## config.mk

```make
export PLATFORM = sky130hd
export DESIGN_NAME = mjm_ctrl
export DESIGN_NICKNAME = d
export VERILOG_FILES = /design/src/rtl/mjm_pkg.sv /design/src/rtl/mjm_ctrl.sv
export SDC_FILE = /design/constraint.sdc
export NUM_CORES = 1
export LEC_CHECK = 0
export BUFFER_PORTS_ARGS = -buffer_cell sky130_fd_sc_hd__buf_2
export CORE_AREA = 3 3 40 42
export DETAILED_ROUTE_END_ITERATION = 8
export DIE_AREA = 0 0 43 45
export PLACE_DENSITY = 0.53
export SYNTH_ARGS = -nofsm -noshare
export SYNTH_HDL_FRONTEND = slang
export SYNTH_SLANG_ARGS = --single-unit
```

## constraint.sdc

```tcl
create_clock -name clock -period 2.7 [get_ports clock]
set_input_delay 0.27 -clock clock [delete_from_list [all_inputs] [get_ports clock]]
set_output_delay 0.27 -clock clock [all_outputs]
set_load 0.02 [all_outputs]
```

## src/rtl/mjm_pkg.sv

```systemverilog
`default_nettype none

package mjm_pkg;

   // field widths
   localparam int HASH_W     = 16;
   localparam int LEN_W      = 11;
   localparam int INTER_W    = 11;
   localparam int UNION_W    = 12;
   localparam int SIM_W      = 20;
   localparam int REQ_DATA_W = 32;
   localparam int RSP_DATA_W = 48;
   localparam int RSP_PAD_W  = RSP_DATA_W - INTER_W - UNION_W - 1 - SIM_W;

   // scaled ratio arithmetic
   localparam int PROD_W    = 31;
   localparam int DIV_STEPS = PROD_W;
   localparam int DCNT_W    = 5;
   localparam int TEN_W     = INTER_W + 4;

   localparam logic [SIM_W-1:0] SIM_SCALE = 20'd1000000;
   localparam logic [LEN_W-1:0] LEN_RESET = 11'd1024;

   // controller to datapath
   typedef struct packed {
      logic load_we;
      logic start;
      logic merge_step;
      logic mult;
      logic div_step;
      logic emit;
   } mjm_cmd_type;

   // datapath to controller
   typedef struct packed {
      logic last_item;
      logic merge_done;
      logic div_last;
      logic out_free;
   } mjm_sts_type;

endpackage

`default_nettype wire

```

## src/rtl/mjm_ctrl.sv

```systemverilog
`default_nettype none

module mjm_ctrl (
   input  wire logic                 clock,
   input  wire logic                 reset,
   input  wire logic                 req_tvalid,
   output logic                      req_tready,
   input  wire mjm_pkg::mjm_sts_type sts,
   output mjm_pkg::mjm_cmd_type      cmd
);
   import mjm_pkg::*;

   typedef enum logic [5:0] {
      ST_LOAD  = 6'b000001,
      ST_PRIME = 6'b000010,
      ST_MERGE = 6'b000100,
      ST_MULT  = 6'b001000,
      ST_DIV   = 6'b010000,
      ST_EMIT  = 6'b100000
   } state_type;

   state_type state_ff;
   state_type state_in;
   logic      accept;

   assign req_tready = (state_ff == ST_LOAD);
   assign accept     = req_tvalid && req_tready;

   always_comb begin
      state_in       = state_ff;
      cmd            = '0;
      cmd.load_we    = accept;
      unique case (state_ff)
         ST_LOAD: begin
            if (accept && sts.last_item) begin
               state_in = ST_PRIME;
            end
         end
         ST_PRIME: begin
            cmd.start = 1'b1;
            state_in  = ST_MERGE;
         end
         ST_MERGE: begin
            if (sts.merge_done) begin
               state_in = ST_MULT;
            end else begin
               cmd.merge_step = 1'b1;
            end
         end
         ST_MULT: begin
            cmd.mult = 1'b1;
            state_in = ST_DIV;
         end
         ST_DIV: begin
            cmd.div_step = 1'b1;
            if (sts.div_last) begin
               state_in = ST_EMIT;
            end
         end
         ST_EMIT: begin
            if (sts.out_free) begin
               cmd.emit = 1'b1;
               state_in = ST_LOAD;
            end
         end
         default: begin
            state_in = ST_LOAD;
         end
      endcase
   end

   always_ff @(posedge clock) begin
      if (reset) begin
         state_ff <= ST_LOAD;
      end else begin
         state_ff <= state_in;
      end
   end

endmodule

`default_nettype wire

```

==> impl_metrics.toml, run 1 <==
[routing]
drcViolationCount = 0
drtAntennaViolNets = 0
wirelength_um = 874
drtIter0Drc = 9
vias_per_cell = 4.97
wl_per_cell_um = 11.4
dr_total_vias = 383
first_pass_iters = 4

[critical_path]
crit_path_start_kind = "flip-flop"
setup.worst_path.class = "flip-flop to output pin"
worstPathMaxFanout = 4
crit_arrival_ns = 1.57
cp-end-kind = "output pin"
cp_data_required_time_ns = 2.43

[cts]
cts_tree = "built"
cts_buffer_depth = 2
postCtsHoldBufs = 0
path_clk_slew_ns = 0.04
postCtsSetupBuffers = 0
root_buffer = "clkbuf_4"
cts_sinks = 6
clock_latency_ns = 0.25
htreeDepth = 1
cts_made_buffers = 3
ctsResizeCount = 0

[global_routing]
grt_pass1_vias = 363
grt_max_degree = 8
grt_use_total_pct = 10.1
grt_overflow = 0
grt_pass1_wl_mm = 1.42
antenna_found_initial = 0

[sta]
hold_violations = 0
fmax_mhz = 543
finalCritPeriodShare_pct = 68.2
slew_violations = 0
fin_crit_ns = 1.84
rsz0062_at_grt = "false"
worst_pin_slew_ns = 0.481
skew_ns = 0.00185
fin_tns_setup_ns = 0
relSlewSlack_pct = 67.6
setup-violations-final = 0

[outcome]
status = "complete, no violations"

[power_and_ir_drop]
power.density_nw_per_um2 = 912
ir_drop_mv = 0.488
pwr-share-seq_pct = 31.0
power.total_uw = 432
switching_power_uw = 186
switching_share_pct = 43.1
p_int_uw = 246
pwr-share-comb_pct = 50.0
p_leak_nw = 0.243
clock_power_share_pct = 19.0

[floorplan]
die_w_um = 43
ios = 14
die_area_um2 = 1940
fp.dieH_um = 45
core-area_um2 = 1280
core.rowCount = 13
initial_utilization_pct = 29.2

[finish]
fin_nets = 71
regMostFlops = "state_ff"
regArea_um2 = 120
drive_above_1_share_pct = 30.6
diodes = 0
multi_input_area_um2 = 236
reg_top3 = "state_ff x6"
largest_reg_flops = 6
fillers = 144
syn2layout_area_growth_pct = 26.3

[synthesis]
syn-mean-instance-area_um2 = 7.99
yosys_register_bits = 6
synth_top_cell_by_area = "dfxtp_1"
synthesis.nets = 54
synth_top_area_share_pct = 32.0
ys_warn_count = 0
syn_inst = 47
synth_area_um2 = 375
ys_top_cells_by_area = "dfxtp_1, nor2b_1, nand4b_1"
ys_types = 27
synth-seq-area-share_pct = 32.0

[place]
gp_congestion = 0.750
dpl.hpwl_um = 717
io_buffers = 13

[worst_hold_path]
hold_path.class = "primary input to flip-flop"

[flow_run]
drv_cap = 0
-- cells in the mapped netlist --
library cell and count:
dfxtp_1 6, buf_4 1, a21oi_1 1, nand2_1 4
nor2b_1 3, o311ai_1 1, and3_1 1, and3b_1 1
nor2_1 4, nand3b_1 1, nor3b_1 1, and2b_1 1
and2_1 1, and4_1 1, nand4b_1 2, o21a_1 1
nor4_1 1, o211ai_1 1, o21ai_0 2, nor3_1 3
xor2_1 1, nand3_1 2, inv_1 3, or4_4 1
or3_4 1, nand3_2 1, nand2b_1 1
-- cells by family after synthesis --
family                 after synthesis  synth area share (%)
buffers and inverters                4                  5.00
AO/OA/AOI/OAI                        6                  10.3
XOR/XNOR                             1                  2.33
AND/OR/NAND/NOR                     30                  50.3
flip-flops                           6                  32.0
-- final timing paths --
check | start | end | slack (ns) | depth (start not counted)
worst max register to register | state_ff[0] | state_ff[5] | 1.07 | 4
worst min register to register | state_ff[0] | state_ff[3] | 0.63 | 3
worst min-delay path | reset | state_ff[4] | 0.20 | 2
worst max-delay path | state_ff[0] | cmd[2] | 0.86 | 3
-- layout make-up --
class | count | share of cell area, %
clock buffer | 3 | 4.75
inverter | 3 | 2.37
multi-input combinational | 37 | 49.9
sequential | 6 | 25.3
tap | 15 | 3.96
timing repair buffer | 13 | 13.7
-- stage by stage --
step / hold WS (ns) / instances / util [%] / cell area [um^2] / setup slack (ns)
6_report: 0.195 / 77 / 36.9 / 474 / 0.858
5_1_grt: 0.197 / 77 / 36.9 / 474 / 0.793
4_1_cts: 0.193 / 77 / 36.9 / 474 / 0.846
3_5_place_dp: 0.452 / 74 / 35.2 / 452 / 1.08
3_3_place_gp: 0.445 / 74 / 35.2 / 452 / 1.08
2_1_floorplan: 0.342 / 47 / - / 375 / 0.999
-- worst max-delay path, stage by stage (launching register included) --
cell and delay [ns]:
dfxtp_1 0.32, or4_4 0.54, nor3b_1 0.25, buf_2 0.21
-- layer usage --
metal,vias up,share of wire [%],track usage [%]
li1,198,-,-
met1,171,45,12.1
met2,12,47,15.0
met3,2,6.1,2.39
met4,0,2.1,9.04
met5,-,0,0
-- layout by cell type (no fill, tap or decap), types with 2 or more instances in the layout --
| cell type | instances |
|---|---|
| nand3_1 | 2 |
| nor2_1 | 4 |
| dfxtp_1 | 6 |
| clkbuf_4 | 3 |
| nor3_1 | 3 |
| o21ai_0 | 2 |
| nand2_1 | 4 |
| buf_2 | 13 |
| nor2b_1 | 3 |
| nand4b_1 | 2 |
| inv_1 | 3 |
-- power by group through the flow --
stage                     logic [mW]  registers [mW]  clock network, mW
after floorplan                0.172           0.130                  0
after global placement         0.223           0.135                  0
after detailed placement       0.219           0.135                  0
after CTS                      0.219           0.134             0.0840
after global routing           0.242           0.139             0.0900
final                          0.216           0.134             0.0819
Note: power is estimated with default switching activity, not from simulation.
==> run 2, diff against run 1 <==
--- a/config.mk
+++ b/config.mk
@@ -5,11 +5,12 @@
 export SDC_FILE = /design/constraint.sdc
 export NUM_CORES = 1
 export LEC_CHECK = 0
+export ABC_AREA = 1
 export BUFFER_PORTS_ARGS = -buffer_cell sky130_fd_sc_hd__buf_2
 export CORE_AREA = 3 3 40 42
 export DETAILED_ROUTE_END_ITERATION = 8
 export DIE_AREA = 0 0 43 45
-export PLACE_DENSITY = 0.53
+export PLACE_DENSITY = 0.57
 export SYNTH_ARGS = -nofsm -noshare
 export SYNTH_HDL_FRONTEND = slang
 export SYNTH_SLANG_ARGS = --single-unit
==> constraint.sdc (replaced) <==
create_clock -name clock -period 1.7 [get_ports clock]
set_input_delay 0.17 -clock clock [delete_from_list [all_inputs] [get_ports clock]]
set_output_delay 0.17 -clock clock [all_outputs]
set_load 0.02 [all_outputs]
==> impl_metrics.toml, run 2 <==
[outcome]
status = "complete, no violations"

[finish]
syn2layout_area_growth_pct = 22.9
reg_top3 = "state_ff x6"
largest_reg_flops = 6
fin_cells = 96
regMostFlops = "state_ff"
diodes = 0
fin_nets = 90
final_core_util_pct = 41.3
final_cell_mix = "inv_1, buf_2, nor2_1"
design_area_um2 = 531
drive_above_1_share_pct = 38.3
final_common_cell = "inv_1"

[critical_path]
cp_data_required_time_ns = 1.53
reg2regPathDepth = 7
crit_path_start = "state_ff[2]"
ff2ff_setup_slack_ns = 0.59
crit_arrival_ns = 1.19
r2r-end = "state_ff[0]"
cp-end-kind = "output pin"
worstPathMaxFanout = 3
regToRegStartpoint = "state_ff[2]"
crit_path_start_kind = "flip-flop"
setup.worst_path.class = "flip-flop to output pin"

[global_routing]
grt_pass1_vias = 373
grt_use_total_pct = 10.2
antenna_found_initial = 0
grt_max_degree = 7
grt_pass1_wl_mm = 1.50
grt_overflow = 0

[worst_hold_path]
min_from = "reset"
hold_path.class = "primary input to flip-flop"
holdPathStages = 2
min_to = "state_ff[2]"

[synthesis]
synth-seq-area-share_pct = 27.8
ys_warn_count = 0
ys_types = 18
syn_inst = 66
async_flop_share_pct = 0
syn-mean-instance-area_um2 = 6.54
synth_edf_count = 0
yosys_register_bits = 6
synth_area_um2 = 432
synth_top_cell_by_area = "dfxtp_1"
synth_most_common_cell = "inv_1"
ys.flop_type = "dfxtp_1"
ys_top_cells_by_area = "dfxtp_1, inv_1, nor2_1"
synth_top_area_share_pct = 27.8
synthesis.nets = 73
ys_top_cells_by_count = "inv_1, nor2_1, dfxtp_1, nand2_1, nand3_1"

[power_and_ir_drop]
switching_share_pct = 38.7
switching_power_uw = 193
ir_drop_mv = 0.321
p_int_uw = 306
power.density_nw_per_um2 = 942
pwr-share-seq_pct = 34.6
p_leak_nw = 0.352
pwr-share-comb_pct = 39.6
clock_power_share_pct = 25.8

[place]
place_area_um2 = 508
dpl.hpwl_um = 699
gp_congestion = 0.764
placed_cells = 93
io_buffers = 13

[sta]
hold_violations = 0
relSlewSlack_pct = 88.3
setup-violations-final = 0
slew_violations = 0
fmax_mhz = 734
worst_pin_slew_ns = 0.175
skew_ns = 0.00435
fin_hold_ws_ns = 0.130
finalCritPeriodShare_pct = 80.2
fin_tns_setup_ns = 0
rsz0062_at_grt = "false"
fin_crit_ns = 1.36

[routing]
vias_per_cell = 4.28
drtIter0Drc = 9
drcViolationCount = 0
dr_total_vias = 411
wirelength_um = 823
first_pass_iters = 4
wl_per_cell_um = 8.57
drtAntennaViolNets = 0

[cts]
clock_latency_ns = 0.24
postCtsHoldBufs = 0
ctsResizeCount = 0
cts_made_buffers = 3
htreeDepth = 1
path_clk_slew_ns = 0.05
cts_sinks = 6
cts_buffer_depth = 2
postCtsSetupBuffers = 0
cts_tree = "built"
root_buffer = "clkbuf_4"

[flow_run]
drv_cap = 0

[floorplan]
core.rowCount = 13
initial_utilization_pct = 33.6
die_w_um = 43
ios = 14
die_area_um2 = 1940
fp.dieH_um = 45
core-area_um2 = 1280
==> run 2: cell types whose count changed in the layout (fill, tap and decap cells not counted), moves of 3 or more <==
cell,change
inv_2,+3
nand3_1,+3
nor2_4,+3
nor2_1,+5
nor2b_1,-3
inv_1,+15
==> run 2: worst max-delay path by stage <==
stage,slack [ns],cells past startpoint,to
after floorplan,0.61,5,cmd[0]
after global placement,0.60,6,cmd[0]
after detailed placement,0.58,5,cmd[3]
after CTS,0.31,5,cmd[3]
after global routing,0.21,5,cmd[3]
final,0.34,5,cmd[3]
==> run 2: kinds of logic after synthesis <==
kind of cell / share of synthesized area [%]
AO/OA/AOI/OAI: 7.25
AND/OR/NAND/NOR: 44.1
buffers and inverters: 20.9
flip-flops: 27.8
==> run 2: per-layer routing <==
| metal | part of all wire (%) | vias to the layer above | global-route usage (%) | routed length, um |
|---|---|---|---|---|
| met3 | 5.7 | 0 | 2.79 | 47 |
| li1 | - | 227 | - | - |
| met1 | 47 | 172 | 12.5 | 390 |
| met5 | 0 | - | 0 | 0 |
| met4 | 0 | 0 | 7.23 | 0 |
| met2 | 47 | 12 | 15.6 | 385 |
==> run 2: power groups by stage <==
stage	Sequential, mW	Combinational (mW)	Clock [mW]
6_report	0.173	0.198	0.129
2_1_floorplan	0.174	0.163	0
4_1_cts	0.173	0.201	0.135
5_1_grt	0.174	0.226	0.148
3_5_place_dp	0.176	0.199	0
3_3_place_gp	0.175	0.202	0
==> run 2: layout make-up <==
type / instances / area (um^2)
Multi-Input combinational cell: 37 / 221
Inverter: 22 / 82.6
Fill cell: 145 / 754
Sequential cell: 6 / 120
Timing Repair Buffer: 13 / 65.1
Tap cell: 15 / 18.8
Clock buffer: 3 / 22.5
==> run 2: critical path: stages (launching register included) <==
cell and delay [ns]:
dfxtp_1 0.39, inv_1 0.06, nor2_1 0.15, nand4_2 0.14, inv_1 0.07, buf_2 0.15
==> run 2: stage by stage <==
step           setup slack, ns  power (mW)
2_1_floorplan            0.610       0.337
3_3_place_gp             0.599       0.378
3_5_place_dp             0.583       0.375
4_1_cts                  0.313       0.509
5_1_grt                  0.209       0.548
6_report                 0.337       0.499
